$ cat src/hw/rtl/text_mode_terminal_writer_unit_assert.svh
// Assertion macros for the text-mode terminal writer.
// Included by the top level; depends on nothing else.
`ifndef TEXT_MODE_TERMINAL_WRITER_UNIT_ASSERT_SVH
`define TEXT_MODE_TERMINAL_WRITER_UNIT_ASSERT_SVH

// Same-cycle implication, checked while out of reset.
`define TMTW_ASSERT_NOW(label, clk, rst_n, ante, cons) \
  label: assert property (@(posedge clk) disable iff (!rst_n) (ante) |-> (cons)) \
    else $error("tmtw assertion failed");

// Next-cycle implication, checked while out of reset.
`define TMTW_ASSERT_NEXT(label, clk, rst_n, ante, cons) \
  label: assert property (@(posedge clk) disable iff (!rst_n) (ante) |=> (cons)) \
    else $error("tmtw assertion failed");

`endif

$ cat src/hw/rtl/tmtw_pkg.sv
// Package for the text-mode terminal writer: request codes, cell constants,
// and the command and status structs between controller and datapath.
// No dependencies.
package tmtw_pkg;

  // Default screen geometry.
  localparam int DEF_COLUMNS = 80;
  localparam int DEF_ROWS    = 25;

  // Cell constants.
  localparam logic [7:0]  NEWLINE_CODE = 8'h0A;
  localparam logic [7:0]  SPACE_CODE   = 8'h20;
  localparam logic [3:0]  COLOR_WHITE  = 4'hF;
  localparam logic [3:0]  COLOR_BLACK  = 4'h0;
  localparam logic [15:0] BLANK_CELL   = {COLOR_BLACK, COLOR_WHITE, SPACE_CODE};

  // Request codes carried on the input tuser.
  typedef enum logic [1:0] {
    REQ_PUT   = 2'd0,
    REQ_CLEAR = 2'd1,
    REQ_READ  = 2'd2
  } tmtw_req_t;

  // Source of the cell written to the screen memory.
  typedef enum logic [1:0] {
    WD_CHAR  = 2'd0,
    WD_MOVE  = 2'd1,
    WD_BLANK = 2'd2,
    WD_FILL  = 2'd3
  } tmtw_wsel_t;

  // Source of the screen memory read address.
  typedef enum logic {
    RD_INDEX  = 1'b0,
    RD_SCROLL = 1'b1
  } tmtw_rsel_t;

  // Controller to datapath.
  typedef struct packed {
    logic       latch_req;
    logic       cur_put;
    logic       wr_en;
    logic       wa_cursor;
    tmtw_wsel_t wsel;
    logic       rd_en;
    tmtw_rsel_t rsel;
    logic       cnt_clr;
    logic       cnt_bottom;
    logic       cnt_inc;
    logic       data_clr;
    logic       data_load;
    logic       out_load;
  } tmtw_cmd_t;

  // Datapath to controller.
  typedef struct packed {
    logic [1:0] req;
    logic       is_newline;
    logic       wrap;
    logic       last_row;
    logic       idx_ok;
    logic       cnt_scroll_end;
    logic       cnt_end;
    logic       out_free;
  } tmtw_status_t;

endpackage

$ cat src/hw/rtl/tmtw_ctrl.sv
// Controller state machine of the text-mode terminal writer.
// Depends on tmtw_pkg for the command and status structs.
module tmtw_ctrl (
  input  logic                  clk,
  input  logic                  rst_n,
  input  logic                  in_tvalid,
  output logic                  in_tready,
  input  tmtw_pkg::tmtw_status_t status,
  output tmtw_pkg::tmtw_cmd_t    cmd
);
  import tmtw_pkg::*;

  typedef enum logic [8:0] {
    S_INIT      = 9'b000000001,
    S_IDLE      = 9'b000000010,
    S_EXEC      = 9'b000000100,
    S_READ_WAIT = 9'b000001000,
    S_SCROLL_RD = 9'b000010000,
    S_SCROLL_WR = 9'b000100000,
    S_BLANK     = 9'b001000000,
    S_FILL      = 9'b010000000,
    S_RESULT    = 9'b100000000
  } tmtw_state_t;

  tmtw_state_t state_r;
  tmtw_state_t state_nxt;

  // State register; reset starts the blanking pass over the screen.
  always_ff @(posedge clk) begin
    if (!rst_n) begin
      state_r <= S_INIT;
    end else begin
      state_r <= state_nxt;
    end
  end

  // Next state and commands.
  always_comb begin
    state_nxt = state_r;
    cmd       = '0;
    in_tready = 1'b0;
    case (state_r)
      S_INIT: begin
        cmd.wr_en = 1'b1;
        cmd.wsel  = WD_BLANK;
        if (status.cnt_end) begin
          state_nxt = S_IDLE;
        end else begin
          cmd.cnt_inc = 1'b1;
        end
      end
      S_IDLE: begin
        in_tready = 1'b1;
        if (in_tvalid) begin
          cmd.latch_req = 1'b1;
          state_nxt     = S_EXEC;
        end
      end
      S_EXEC: begin
        cmd.data_clr = 1'b1;
        case (status.req)
          REQ_PUT: begin
            cmd.cur_put   = 1'b1;
            cmd.wr_en     = !status.is_newline;
            cmd.wa_cursor = 1'b1;
            cmd.wsel      = WD_CHAR;
            if (status.wrap && status.last_row) begin
              cmd.cnt_clr = 1'b1;
              state_nxt   = S_SCROLL_RD;
            end else begin
              state_nxt = S_RESULT;
            end
          end
          REQ_CLEAR: begin
            cmd.cnt_clr = 1'b1;
            state_nxt   = S_FILL;
          end
          REQ_READ: begin
            if (status.idx_ok) begin
              cmd.rd_en = 1'b1;
              cmd.rsel  = RD_INDEX;
              state_nxt = S_READ_WAIT;
            end else begin
              state_nxt = S_RESULT;
            end
          end
          default: begin
            state_nxt = S_RESULT;
          end
        endcase
      end
      S_READ_WAIT: begin
        cmd.data_load = 1'b1;
        state_nxt     = S_RESULT;
      end
      S_SCROLL_RD: begin
        cmd.rd_en = 1'b1;
        cmd.rsel  = RD_SCROLL;
        state_nxt = S_SCROLL_WR;
      end
      S_SCROLL_WR: begin
        cmd.wr_en = 1'b1;
        cmd.wsel  = WD_MOVE;
        if (status.cnt_scroll_end) begin
          cmd.cnt_bottom = 1'b1;
          state_nxt      = S_BLANK;
        end else begin
          cmd.cnt_inc = 1'b1;
          state_nxt   = S_SCROLL_RD;
        end
      end
      S_BLANK: begin
        cmd.wr_en = 1'b1;
        cmd.wsel  = WD_BLANK;
        if (status.cnt_end) begin
          state_nxt = S_RESULT;
        end else begin
          cmd.cnt_inc = 1'b1;
        end
      end
      S_FILL: begin
        cmd.wr_en = 1'b1;
        cmd.wsel  = WD_FILL;
        if (status.cnt_end) begin
          state_nxt = S_RESULT;
        end else begin
          cmd.cnt_inc = 1'b1;
        end
      end
      S_RESULT: begin
        if (status.out_free) begin
          cmd.out_load = 1'b1;
          state_nxt    = S_IDLE;
        end
      end
      default: begin
        state_nxt = S_INIT;
      end
    endcase
  end

endmodule

$ cat config.mk
export PLATFORM = sky130hd
export DESIGN_NAME = tmtw_ctrl
export DESIGN_NICKNAME = d
export VERILOG_FILES = /design/src/hw/rtl/text_mode_terminal_writer_unit_assert.svh /design/src/hw/rtl/tmtw_pkg.sv /design/src/hw/rtl/tmtw_ctrl.sv
export SDC_FILE = /design/constraint.sdc
export NUM_CORES = 1
export LEC_CHECK = 0
export ABC_CLOCK_PERIOD_IN_PS = 3350
export BUFFER_PORTS_ARGS = -buffer_cell sky130_fd_sc_hd__buf_2
export CORE_ASPECT_RATIO = 0.75
export CORE_MARGIN = 1
export CORE_UTILIZATION = 40
export CTS_BUF_LIST = sky130_fd_sc_hd__clkbuf_4 sky130_fd_sc_hd__clkbuf_8
export DETAILED_ROUTE_END_ITERATION = 7
export PLACE_DENSITY = 0.67
export SLEW_MARGIN = 25
export SYNTH_ARGS = -nofsm -noshare
export SYNTH_HDL_FRONTEND = slang
export SYNTH_SLANG_ARGS = --single-unit
$ cat constraint.sdc
create_clock -name clk -period 3.35 [get_ports clk]
set_input_delay 0.8375 -clock clk [delete_from_list [all_inputs] [get_ports clk]]
set_output_delay 0.8375 -clock clk [all_outputs]
set_load 0.01 [all_outputs]
==> results by stage, run 1 <==
Timing:
- On the final layout, the worst clock skew is 0.834 ps.
- The max-slew violation count is 0.
- The max-slew headroom at the worst pin is 74.8%.
- Dividing the final minimum period by the clock period gives 79.1%.
- The measured slew at the worst slew-check pin is 377 ps.
- For the finished layout, the period the worst path requires is 2650 ps.
- Static timing analysis puts the maximum clock frequency at 377 MHz.
- For the final routed database, the setup TNS stands at 0 ps.
- Setup repair after global routing left no endpoint under its margin.
- Hold is met by 629 ps.
- The hold violation count in the final report came to 0.
- Setup violations remaining at the end of the flow were counted as 0.

Clocking:
- The root buffer cell is sky130_fd_sc_hd__clkbuf_4.
- After clock tree synthesis, the flow added hold-fix buffers numbering 0.
- The post-cts resize count is 0.
- The maximum number of buffers from clock root to sink is 2.
- The latest clock arrival within the worst-skew pair is 260 ps.
- Clock-pin slew was measured on the worst setup and hold paths at 60 ps.
- Once the clock tree was built, the setup fixing pass inserted 0 buffers.
- The number of clock buffers inserted by TritonCTS is 3.
- The TritonCTS clock tree is built.
- The clock net in this run drives a total of 9 sinks.
- CTS built an H-tree with a depth of 1.

Detailed routing:
- The total wire length after detailed routing is 1720 um.
- For this run, design rule violations remaining after detail routing come to 0.
- The detailed-router iteration count before antenna repair is 4.
- The number of antenna-violating nets in the routed design is 0.
- Dividing the detail-routed via count by the number of cells gives 5.30.
- Detailed routing inserted a total of 737 vias.
- The first routing iteration left 9 violations.
- Dividing the detail-routed wire length by the instance count gives 12.4 um.

Layout:
- At the end of the flow the core is filled with cells to 55.6%.
- The fraction of layout cells with a size suffix above 1 is 38.1%.
- The largest registers in the layout are state_r: 9 flops.
- The register with the most flip-flops in the layout has 9 of them.
- The register with the most flip-flops is state_r.
- For this run, the number of standard cells in the final layout without fillers is 139.
- The repair_antennas step left the layout with diodes totalling 0.
- The area added between synthesis and finish is 21.7%.
- At the end of the flow, the number of nets in the layout was 131.

Power:
- The leakage power is 0.438 nW.
- The worst-case IR drop observed on VDD is 261 uV.
- The cell area power density is 405 mW/mm^2.
- The sum of internal, switching and leakage power is 0.356 mW.

Synthesis:
- Synthesis inferred 9 register bits.
- The synthesized area is 721 um^2.
- The main combinational cell family by area after synthesis is simple AND/OR/NAND/NOR gates.
- In the synthesized netlist, mux cells make up 1.56% of the area.
- Summing the areas of all xor and xnor instances in the mapped netlist gives 3.65% of the synthesized area.
- During synthesis, Yosys emitted a total of 0 warnings.
- After Yosys synthesis, full adders, half adders and majority gates account for 0% of the synthesized area.
- The instance count of the mapped netlist is 91.
- The compound-gate portion of the synthesized area is 18.4%.
- The net count of the mapped netlist is 103.
- The number of distinct library cells after synthesis is 41.
- Of the total synthesized cell area, the portion taken by AND, OR, NAND and NOR gates is 44.1%.
- The sequential-to-total area share from yosys stat is 25.0%.
- Averaged over all synthesized cells, the footprint is 7.92 um^2.

Global routing:
- The global-route usage over all layers is 19.6%.
- The wire length of the first global-routing pass is 2730 um.
- The pin count of the biggest net entering global routing is 10.
- Summed over all layers, the global routing overflow is 0.
- The initial antenna violation count is 0.
- The number of global-route vias before repair is 597.

Critical path:
- The data required time of the critical path is 2510 ps.
- The maximum fanout along the worst path is 9.
- The flop-to-flop setup slack is 1700 ps.
- The signal arrival time at the worst endpoint is 1810 ps.
- The worst setup path is launched from a flip-flop.
- The type of the setup path with the least slack is flip-flop to primary output.
- STA classifies the critical path endpoint as a primary output.

Floorplanning:
- The initial core utilization is 45.7%.
- The row count is 12.
- The die width is 51.0 um.
- The count of pins on the block boundary is 27.
- The region available for standard cell placement spans 0.00158 mm^2.
- The full die area is 0.00198 mm^2.
- In this run the vertical extent of the chip is 38.8 um.

Run:
- The max-cap check violation count is 0.

Worst hold path:
- The min-delay analysis places its worst path in the category flip-flop to flip-flop.

Place:
- The count of input and output buffers is 26.
- The half-perimeter wire length after placement is 1400 um.
- The last weighted congestion value of the routability-driven placer is 0.813.
- Counting tap cells, the placed design contains a total of 135 instances.

Outcome:
- The flow ran to the end, and the final reports show no timing, DRC or antenna violations.
-- synthesized netlist by cell type --
master / count / share of area, %
sky130_fd_sc_hd__o21a_1: 2 / 2.1
sky130_fd_sc_hd__xor2_1: 2 / 2.4
sky130_fd_sc_hd__nor4b_1: 1 / 1.2
sky130_fd_sc_hd__a31oi_1: 1 / 0.87
sky130_fd_sc_hd__nand3_1: 4 / 2.8
sky130_fd_sc_hd__nand4b_2: 1 / 2.1
sky130_fd_sc_hd__a21oi_2: 1 / 1.2
sky130_fd_sc_hd__nor2_1: 10 / 5.2
sky130_fd_sc_hd__mux2_2: 1 / 1.6
sky130_fd_sc_hd__and3_1: 1 / 0.87
sky130_fd_sc_hd__a31o_2: 1 / 1.2
sky130_fd_sc_hd__nor3b_1: 1 / 1.0
sky130_fd_sc_hd__a21boi_1: 1 / 1.0
sky130_fd_sc_hd__nor4_2: 1 / 1.7
sky130_fd_sc_hd__nor2b_1: 1 / 0.87
sky130_fd_sc_hd__o21ai_4: 1 / 2.3
sky130_fd_sc_hd__nor3_1: 7 / 4.9
sky130_fd_sc_hd__nand3_2: 1 / 1.4
sky130_fd_sc_hd__and2_4: 1 / 1.2
sky130_fd_sc_hd__inv_2: 1 / 0.52
sky130_fd_sc_hd__inv_1: 5 / 2.6
sky130_fd_sc_hd__nand4b_1: 1 / 1.2
sky130_fd_sc_hd__nand4_1: 1 / 0.87
sky130_fd_sc_hd__and2_2: 1 / 1.0
sky130_fd_sc_hd__a21oi_1: 4 / 2.8
sky130_fd_sc_hd__xnor2_1: 1 / 1.2
sky130_fd_sc_hd__o22ai_1: 1 / 0.87
sky130_fd_sc_hd__o22a_1: 1 / 1.2
sky130_fd_sc_hd__o21ai_1: 2 / 1.4
sky130_fd_sc_hd__or2_2: 1 / 0.87
sky130_fd_sc_hd__dfxtp_1: 9 / 25
sky130_fd_sc_hd__o21ai_0: 2 / 1.4
sky130_fd_sc_hd__nor3_4: 1 / 2.3
sky130_fd_sc_hd__nand2_1: 7 / 3.6
sky130_fd_sc_hd__and2_1: 2 / 1.7
sky130_fd_sc_hd__nand2b_1: 4 / 3.5
sky130_fd_sc_hd__nor4_4: 1 / 3.0
sky130_fd_sc_hd__o211ai_1: 2 / 2.1
sky130_fd_sc_hd__buf_6: 2 / 3.1
sky130_fd_sc_hd__nor3_2: 2 / 2.8
sky130_fd_sc_hd__buf_4: 1 / 1.0
-- final cells by class --
class                      instances  area [um^2]
tap                               21         26.3
inverter                           6         22.5
timing repair buffer              26          130
multi-input combinational         73          488
clock buffer                       4         30.0
fill                             161          699
sequential                         9          180
-- per-stage QoR --
step                cell area (um^2)  setup WS (ps)
floorplan                        721           1140
global placement                 847           1010
detailed placement               847            977
CTS                              877            727
global route                     877            585
finish                           877            700
-- kinds of logic after synthesis --
family / count (synthesis)
and+or+nand+nor: 50
AOI/OAI and AO/OA: 19
DFF: 9
buffers and inverters: 9
xor gates and xnor gates: 3
muxes: 1
-- report_power, final --
group	total [mW]	switching, mW	internal (mW)
Sequential	0.133	0.0186	0.114
Combinational	0.132	0.0684	0.0634
Clock	0.0910	0.0371	0.0539
Total	0.356	0.124	0.232
-- per-layer routing --
layer	track usage, %	wire length [um]	vias up
li1	-	-	375
met1	26.5	855	335
met2	30.6	735	27
met3	7.06	126	0
met4	2.08	0	0
met5	0	0	-
-- worst paths after layout --
kind / to / startpoint / cells past startpoint
setup reg to reg: state_r[6] / state_r[0] / 5
setup / recovery: cmd[3] / state_r[0] / 5
hold reg to reg: state_r[5] / state_r[4] / 2
hold / removal: state_r[5] / state_r[4] / 2
-- cell usage in the layout, fill, tap and decap left out, types with 2 or more instances in the layout --
master / instances
sky130_fd_sc_hd__o21a_1: 2
sky130_fd_sc_hd__o21ai_1: 2
sky130_fd_sc_hd__nand2_1: 7
sky130_fd_sc_hd__nand2b_1: 4
sky130_fd_sc_hd__inv_1: 5
sky130_fd_sc_hd__a21oi_1: 4
sky130_fd_sc_hd__o21ai_0: 2
sky130_fd_sc_hd__nand3_1: 4
sky130_fd_sc_hd__dfxtp_1: 9
sky130_fd_sc_hd__o211ai_1: 2
sky130_fd_sc_hd__xor2_1: 2
sky130_fd_sc_hd__buf_2: 26
sky130_fd_sc_hd__and2_1: 2
sky130_fd_sc_hd__nor3_1: 7
sky130_fd_sc_hd__clkbuf_4: 4
sky130_fd_sc_hd__nor3_2: 2
sky130_fd_sc_hd__nor2_1: 10
-- critical path: stages, from the launching register on --
cell                      delay (ps)
sky130_fd_sc_hd__dfxtp_1         540
sky130_fd_sc_hd__nor3b_1         360
sky130_fd_sc_hd__nand3_1         160
sky130_fd_sc_hd__a21oi_2         230
sky130_fd_sc_hd__or2_2           140
sky130_fd_sc_hd__buf_2           110
(Power assumes the default switching activity.)
==> run 2, diff against run 1 <==
- ABC_AREA: default -> 1
- ABC_CLOCK_PERIOD_IN_PS: 3350 -> 2300
- PLACE_DENSITY: 0.67 -> 0.69
- clock period: 3.35 -> 2.3 ns (I/O delays scaled with it)
==> results by stage, run 2 <==
Critical path:
- Data on the critical path arrives at its endpoint at 1540 ps.
- The data required time of the critical path is 1730 ps.
- The critical path goes through nor2_2 > nand2_2 > nor2_4 > nand2_2 > or2_4 > nand2_1 > buf_2.
- STA classifies the critical path startpoint as a flip-flop.
- In this run the worst path has a maximum fanout of 7.
- Counting buffers and inverters, the worst setup path is 7 cells deep.
- The type of the setup path with the least slack is flip-flop to primary output.
- The buffer and inverter count on the worst path is 1.
- The launch instance of the worst register-to-register path is state_r[0].
- On the critical path the largest part of the delay comes from simple AND/OR/NAND/NOR gates.
- Counting cells, the worst reg-to-reg path comes to 8.
- The slowest stage of the critical path is the sky130_fd_sc_hd__dfxtp_1 cell.
- In this run the register-to-register setup slack is 890 ps.
- By instance count, the cell type seen most on the critical path is sky130_fd_sc_hd__nand2_2.
- In this design, the stage delay of the slowest critical-path cell is 330 ps.
- The end of the worst register-to-register path is state_r[6].
- The worst setup path is captured at a primary output.

Layout:
- 0 antenna diodes ended up in the layout.
- The area growth from synthesis to layout is 23.3%.
- The final instance area is 952 um^2.
- The register with the most flip-flops in the layout has 9 of them.
- The number of nets in the finished design is 162.
- Leaving out fill and tap cells, the most frequent cell in the layout is sky130_fd_sc_hd__buf_2.
- The post-route netlist has 39.6% of its cells at a drive strength greater than 1.
- In the final layout, the registers with the most flip-flops are state_r: 9 flops.
- state_r holds more flip-flops than any other register.
- The library cells used most frequently in the layout, excluding fill and tap cells, are sky130_fd_sc_hd__buf_2 (26), sky130_fd_sc_hd__nand2_1 (24), sky130_fd_sc_hd__inv_1 (22), sky130_fd_sc_hd__nor2_1 (18).
- The number of fill cells in the layout is 170.

Synthesis:
- Yosys mapped a number of flops with a built-in enable equal to 0.
- The net count of the mapped netlist is 132.
- In this run the mean area of a mapped cell was 6.43 um^2.
- Synthesis produced 120 cells.
- In the synthesized netlist, the cells that appear most often are sky130_fd_sc_hd__nand2_1 (24), sky130_fd_sc_hd__inv_1 (22), sky130_fd_sc_hd__nor2_1 (18), sky130_fd_sc_hd__dfxtp_1 (9), sky130_fd_sc_hd__nand2_2 (9).
- The number of distinct library cells after synthesis is 26.
- The cell accounting for the most synthesized area is sky130_fd_sc_hd__dfxtp_1.
- Synthesis inferred 9 register bits.
- The top cell type by area accounts for 23.3% of the synthesized area.
- sky130_fd_sc_hd__nand2_1 is the most common cell in the netlist.
- Counting flops with an async set or reset pin after synthesis yields a share of 0%.
- The synthesis warning total is 0.
- Ranked by total cell area, the synthesized netlist is headed by sky130_fd_sc_hd__dfxtp_1 (23%), sky130_fd_sc_hd__nand2_1 (12%), sky130_fd_sc_hd__inv_1 (11%).
- The sequential-to-total area share from yosys stat is 23.3%.
- The most used flip-flop cell after synthesis is sky130_fd_sc_hd__dfxtp_1.
- The synthesized area is 772 um^2.

Worst hold path:
- The worst min-delay path category is flip-flop to flip-flop.
- The worst hold path endpoint is state_r[0].
- The worst hold path was traced through 2 stages.
- The worst hold path begins at state_r[0].

Clocking:
- CTS built an H-tree with a depth of 1.
- The cts-stage hold buffer count is 0.
- The latest clock arrival within the worst-skew pair is 250 ps.
- The number of clock buffers inserted by TritonCTS is 3.
- In this run the post-CTS setup repair buffer count came out at 0.
- The clock net in this run drives a total of 9 sinks.
- Gates resized during post-CTS repair numbered 0.
- TritonCTS built the clock tree.
- The maximum number of buffers from clock root to sink is 2.
- The root buffer cell is sky130_fd_sc_hd__clkbuf_4.
- The clock slew seen by the registers of the worst setup and hold paths is 60 ps.

Timing:
- Setup violations remaining at the end of the flow were counted as 0.
- The max-slew violation count is 0.
- The time the worst path needs with I/O delays and setup is 2110 ps.
- The maximum clock frequency is 473 MHz.
- Setup repair after global routing left no endpoint under its margin.
- In this run the tightest slew margin relative to its limit is 78.2%.
- Clock skew on the completed layout was measured at 0.339 ps.
- The hold violation count in the final report was 0.
- The final critical path takes up 91.8% of the cycle.
- At the pin with the least slew margin, the transition time is 324 ps.
- The sum of negative setup slack is 0 ps.

Floorplanning:
- The height of the die is 40.0 um.
- The count of pins on the block boundary is 27.
- The die covers 0.00211 mm^2.
- The row count is 13.
- The placeable core region is 0.00177 mm^2.
- The die is 52.7 um wide.
- The initial utilization of the core area, before any placement, comes to 43.5%.

Global routing:
- The initial antenna violation count came to 0.
- The wire length of the first global-routing pass is 2590 um.
- The number of global-route vias before repair was 613.
- The total global routing overflow is 0.
- Across every metal layer, demand over resource in global routing totals 17.4%.
- The pin count of the biggest net entering global routing is 11.

Place:
- The count of input and output buffers is 26.
- Once placement finished, the instance area stood at 922 um^2.
- The half-perimeter wire length after placement is 1390 um.
- Routability-driven placement finished with a final weighted congestion of 0.813.

Power:
- The design draws 0.869 mW.
- Power spread over the standard cell area amounts to 913 mW/mm^2.
- The maximum vdd ir drop is 644 uV.
- The leakage power is 0.543 nW.

Detailed routing:
- In the final routed layout, each cell accounts on average for 9.31 um.
- The number of antenna-violating nets in the routed design is 0.
- For this block, the via count after detailed routing is 766.
- The post-detailed-route DRC marker count is 0.
- The first routing iteration left 17 violations.
- In the routed layout, each cell is associated on average with a via count of 4.48.
- After detailed routing, the total wire length is 1590 um.
- The first detailed-routing pass ran for 4 iterations.

Run:
- The max-cap check violation count is 0.

Outcome:
- The run finished with clean final reports.
==> run 2: through the flow <==
step / cells / utilization, % / hold WS [ps] / setup slack [ps]
floorplan: 120 / - / 494 / 618
global placement: 167 / 52.0 / 516 / 456
detailed placement: 167 / 52.0 / 513 / 443
CTS: 171 / 53.7 / 521 / 169
global route: 171 / 53.7 / 536 / 42.4
finish: 171 / 53.7 / 522 / 188
==> run 2: final cells by class <==
| class | instances | area (um^2) | area share, % |
|---|---|---|---|
| multi-input combinational | 85 | 490 | 51.5 |
| sequential | 9 | 180 | 18.9 |
| timing repair buffer | 26 | 130 | 13.7 |
| inverter | 25 | 93.8 | 9.86 |
| clock buffer | 4 | 30.0 | 3.15 |
| tap | 22 | 27.5 | 2.89 |
==> run 2: how the worst max path moves through the flow <==
stage	startpoint	to	slack, ps
floorplan	state_r[6]	cmd[11]	620
global placement	state_r[0]	cmd[8]	460
global route	state_r[0]	cmd[8]	40
CTS	state_r[6]	cmd[7]	170
detailed placement	status[7]	cmd[7]	440
finish	state_r[6]	cmd[7]	190
==> run 2: worst register-to-register path: stages (launching register included) <==
cell                      delay (ps)
sky130_fd_sc_hd__dfxtp_1         340
sky130_fd_sc_hd__nor2_2          160
sky130_fd_sc_hd__nand2_2         100
sky130_fd_sc_hd__nor3_2          230
sky130_fd_sc_hd__nand2_1         140
sky130_fd_sc_hd__nand3_4         170
sky130_fd_sc_hd__nand2_1          70
sky130_fd_sc_hd__nand2_1          60
sky130_fd_sc_hd__nor2_1           40
==> run 2: power breakdown <==
part	leakage [nW]	switching (mW)	internal, mW
clock	0.0184	0.0479	0.0782
combinational	0.451	0.330	0.194
sequential	0.0734	0.0314	0.188
==> run 2: metal layers <==
layer	global-route usage [%]	wire length [um]	up-vias
li1	-	-	423
met1	24.8	861	318
met2	25.6	659	25
met3	1.52	72	0
met4	9.87	0	0
met5	0	0	-
==> run 2: cells by family (layout without fill, tap and decap cells) <==
family | Yosys count | in the layout | share of synthesized area (%)
AOI/OAI and AO/OA | 5 | 5 | 4.70
buffers and inverters | 26 | 55 | 13.1
DFF | 9 | 9 | 23.3
and+or+nand+nor | 80 | 80 | 58.8
==> run 3, diff against run 2 <==
- CELL_PAD_IN_SITES_DETAIL_PLACEMENT: default -> 1
- CELL_PAD_IN_SITES_GLOBAL_PLACEMENT: default -> 2
- CORE_UTILIZATION: 40 -> 23
- PLACE_DENSITY: 0.69 -> default
- PLACE_DENSITY_LB_ADDON: default -> 0.1
==> results by stage, run 3 (synthesized netlist as in run 2, its figures left out) <==
Layout:
- state_r holds more flip-flops than any other register.
- Excluding fillers, the count of instances in the completed layout stands at 187.
- The final layout contains 162 nets.
- Of the cells placed in the final design, the portion with a size suffix greater than 1 is 39.6%.
- The number of antenna diodes in the final layout is 0.
- The top cell types in the final layout, fill and taps aside, are sky130_fd_sc_hd__buf_2 (26), sky130_fd_sc_hd__nand2_1 (24), sky130_fd_sc_hd__inv_1 (22), sky130_fd_sc_hd__nor2_1 (18).
- The area growth from synthesis to layout is 28.4%.
- The library cell used most frequently in the layout, excluding fill and tap cells, is sky130_fd_sc_hd__buf_2.
- The register with the most flip-flops in the layout has 9 of them.
- The largest registers in the layout are state_r: 9 flops.
- Fill cells in the final layout number 419.

Timing:
- Setup violations remaining at the end of the flow were counted as 0.
- The sum of negative setup slack is 0 ps.
- The hold violation count in the final report is 0.
- The measured slew at the worst slew-check pin is 318 ps.
- Across the routed clock network, the largest skew measured is 1.54 ps.
- The tightest hold path in the finished design has a slack of 517 ps.
- The final worst-path setup slack is 175 ps.
- The max-slew violation count is 0.
- The max-slew headroom at the worst pin is 78.6%.
- The time the worst path needs with I/O delays and setup is 2120 ps.
- Setup repair after global routing left no endpoint under its margin.
- Dividing the final minimum period by the clock period gives 92.4%.
- Timing would allow up to 471 MHz.

Detailed routing:
- After detailed routing, the number of vias per cell comes to 4.26.
- In this run the remaining antenna-violating nets after routing total 0.
- The total wire length after detailed routing is 2190 um.
- After detailed routing, the average wire length per cell comes to 11.7 um.
- The first TritonRoute pass finished after 4 iterations.
- The first routing iteration left 18 violations.
- The routed layout has 797 vias.
- The post-detailed-route DRC marker count is 0.

Power:
- For this design the total switching power over the nets is 0.450 mW.
- The cell area power density is 973 mW/mm^2.
- For this design the static power due to leakage is 0.550 nW.
- Registers are responsible for 22.9% of the overall power.
- The proportion of power drawn by combinational gates is 57.5%.
- Internal power comes to 0.514 mW.
- Of the total power, the clock network draws 19.6%.
- The share of total power consumed by net switching is 46.7%.
- The maximum vdd ir drop is 340 uV.

Worst hold path:
- The min-delay analysis places its worst path in the category flip-flop to flip-flop.

Critical path:
- The maximum fanout along the worst path is 7.
- The type of element launching the critical path is a flip-flop.
- The worst setup path is captured at a primary output.
- The data required time of the critical path is 1730 ps.
- The signal arrival time at the worst endpoint is 1550 ps.
- The worst setup path is of the flip-flop to primary output kind.

Floorplanning:
- The die width is 68.9 um.
- The row count is 17.
- Measured along the y axis, the die boundary spans 52.2 um.
- Once the floorplan was initialized, standard cells occupied 25.2% of the core.
- 27 I/O pins were placed.
- The placeable core region is 0.00306 mm^2.
- The die covers 0.00359 mm^2.

Place:
- Once detailed placement completed, the half-perimeter wirelength came to 1920 um.
- In this run the tool buffered the top-level ports with 26 buffer cells.
- At the placement stage, the worst setup path has a slack of 413 ps.
- Counting tap cells, the placed design contains a total of 183 instances.
- The last weighted congestion value of the routability-driven placer is 0.747.

Global routing:
- For this run the aggregate overflow at the end of global routing stands at 0.
- For this run, the total global-route usage over all layers was measured as 14.1%.
- The number of global-route vias before repair came to 823.
- The pin count of the biggest net entering global routing is 11.
- The initial antenna violation count is 0.
- The wire length of the first global-routing pass is 3680 um.

Clocking:
- The cell sitting at the root of the clock tree is a sky130_fd_sc_hd__clkbuf_8.
- In this run the deepest clock path goes through 2 buffers.
- The clock slew seen by the registers of the worst setup and hold paths is 40 ps.
- TritonCTS created 3 clock buffers.
- The later pin in the worst-skew pair is clocked with a latency of 230 ps.
- The maximum level of the CTS H-tree is 1.
- After clock tree synthesis, the repair step resized 0 gates.
- The sink count of the clock tree is 9.
- The TritonCTS clock tree is built.
- In this run, post-CTS hold repair placed 0 buffers.
- The post-CTS setup-driven buffer insertion count is 0.

Run:
- Across the run, the number of max-cap violations was 0.

Outcome:
- The run finished with clean final reports.
==> run 3: cell types whose count changed in the layout (fill, tap and decap cells not counted) <==
cell | before | now
sky130_fd_sc_hd__clkbuf_4 | 4 | 1
sky130_fd_sc_hd__clkbuf_8 | 0 | 3
==> run 3: final cells by class <==
class                   count  area, um^2  share of cell area (%)
clock buffers               4        48.8                    4.92
inverters                  25        93.8                    9.47
well taps                  38        47.5                    4.80
repair buffers             26         130                    13.1
multi-input cells          85         490                    49.5
flip-flops and latches      9         180                    18.2
==> run 3: critical path, cell delays in order (launching register included) <==
cell                      delay [ps]
sky130_fd_sc_hd__dfxtp_1         340
sky130_fd_sc_hd__nor2_2          150
sky130_fd_sc_hd__nand2_2         110
sky130_fd_sc_hd__nor2_4          130
sky130_fd_sc_hd__nand2_2         140
sky130_fd_sc_hd__or2_4           270
sky130_fd_sc_hd__nand2_1          60
sky130_fd_sc_hd__buf_2           130
==> run 3: per-layer routing <==
metal,track usage [%],vias to the layer above,part of all wire [%]
li1,-,418,-
met1,21.2,354,53
met2,20.7,21,42
met3,0.870,4,3.2
met4,5.10,0,1.5
met5,0,-,0
==> run 3: final timing paths <==
kind | slack (ps) | cells after the start | to | startpoint
hold reg to reg | 520 | 2 | state_r[0] | state_r[0]
setup reg to reg | 830 | 8 | state_r[7] | state_r[0]
setup / recovery | 180 | 7 | cmd[7] | state_r[6]
hold / removal | 520 | 2 | state_r[0] | state_r[0]
==> run 3: stage by stage <==
step                      utilization, %  area [um^2]  total power, mW
final                               32.4          991            0.965
after global routing                32.4          991             1.06
after CTS                           32.4          991            0.981
after detailed placement            30.8          942            0.786
after global placement              30.8          942            0.794
after floorplan                        -          772            0.631
==> run 3: power groups by stage <==
stage | clock, mW | combinational [mW] | sequential [mW]
global route | 0.207 | 0.628 | 0.225
floorplan | 0 | 0.414 | 0.217
finish | 0.189 | 0.554 | 0.221
global placement | 0 | 0.570 | 0.224
CTS | 0.194 | 0.566 | 0.221
detailed placement | 0 | 0.562 | 0.224
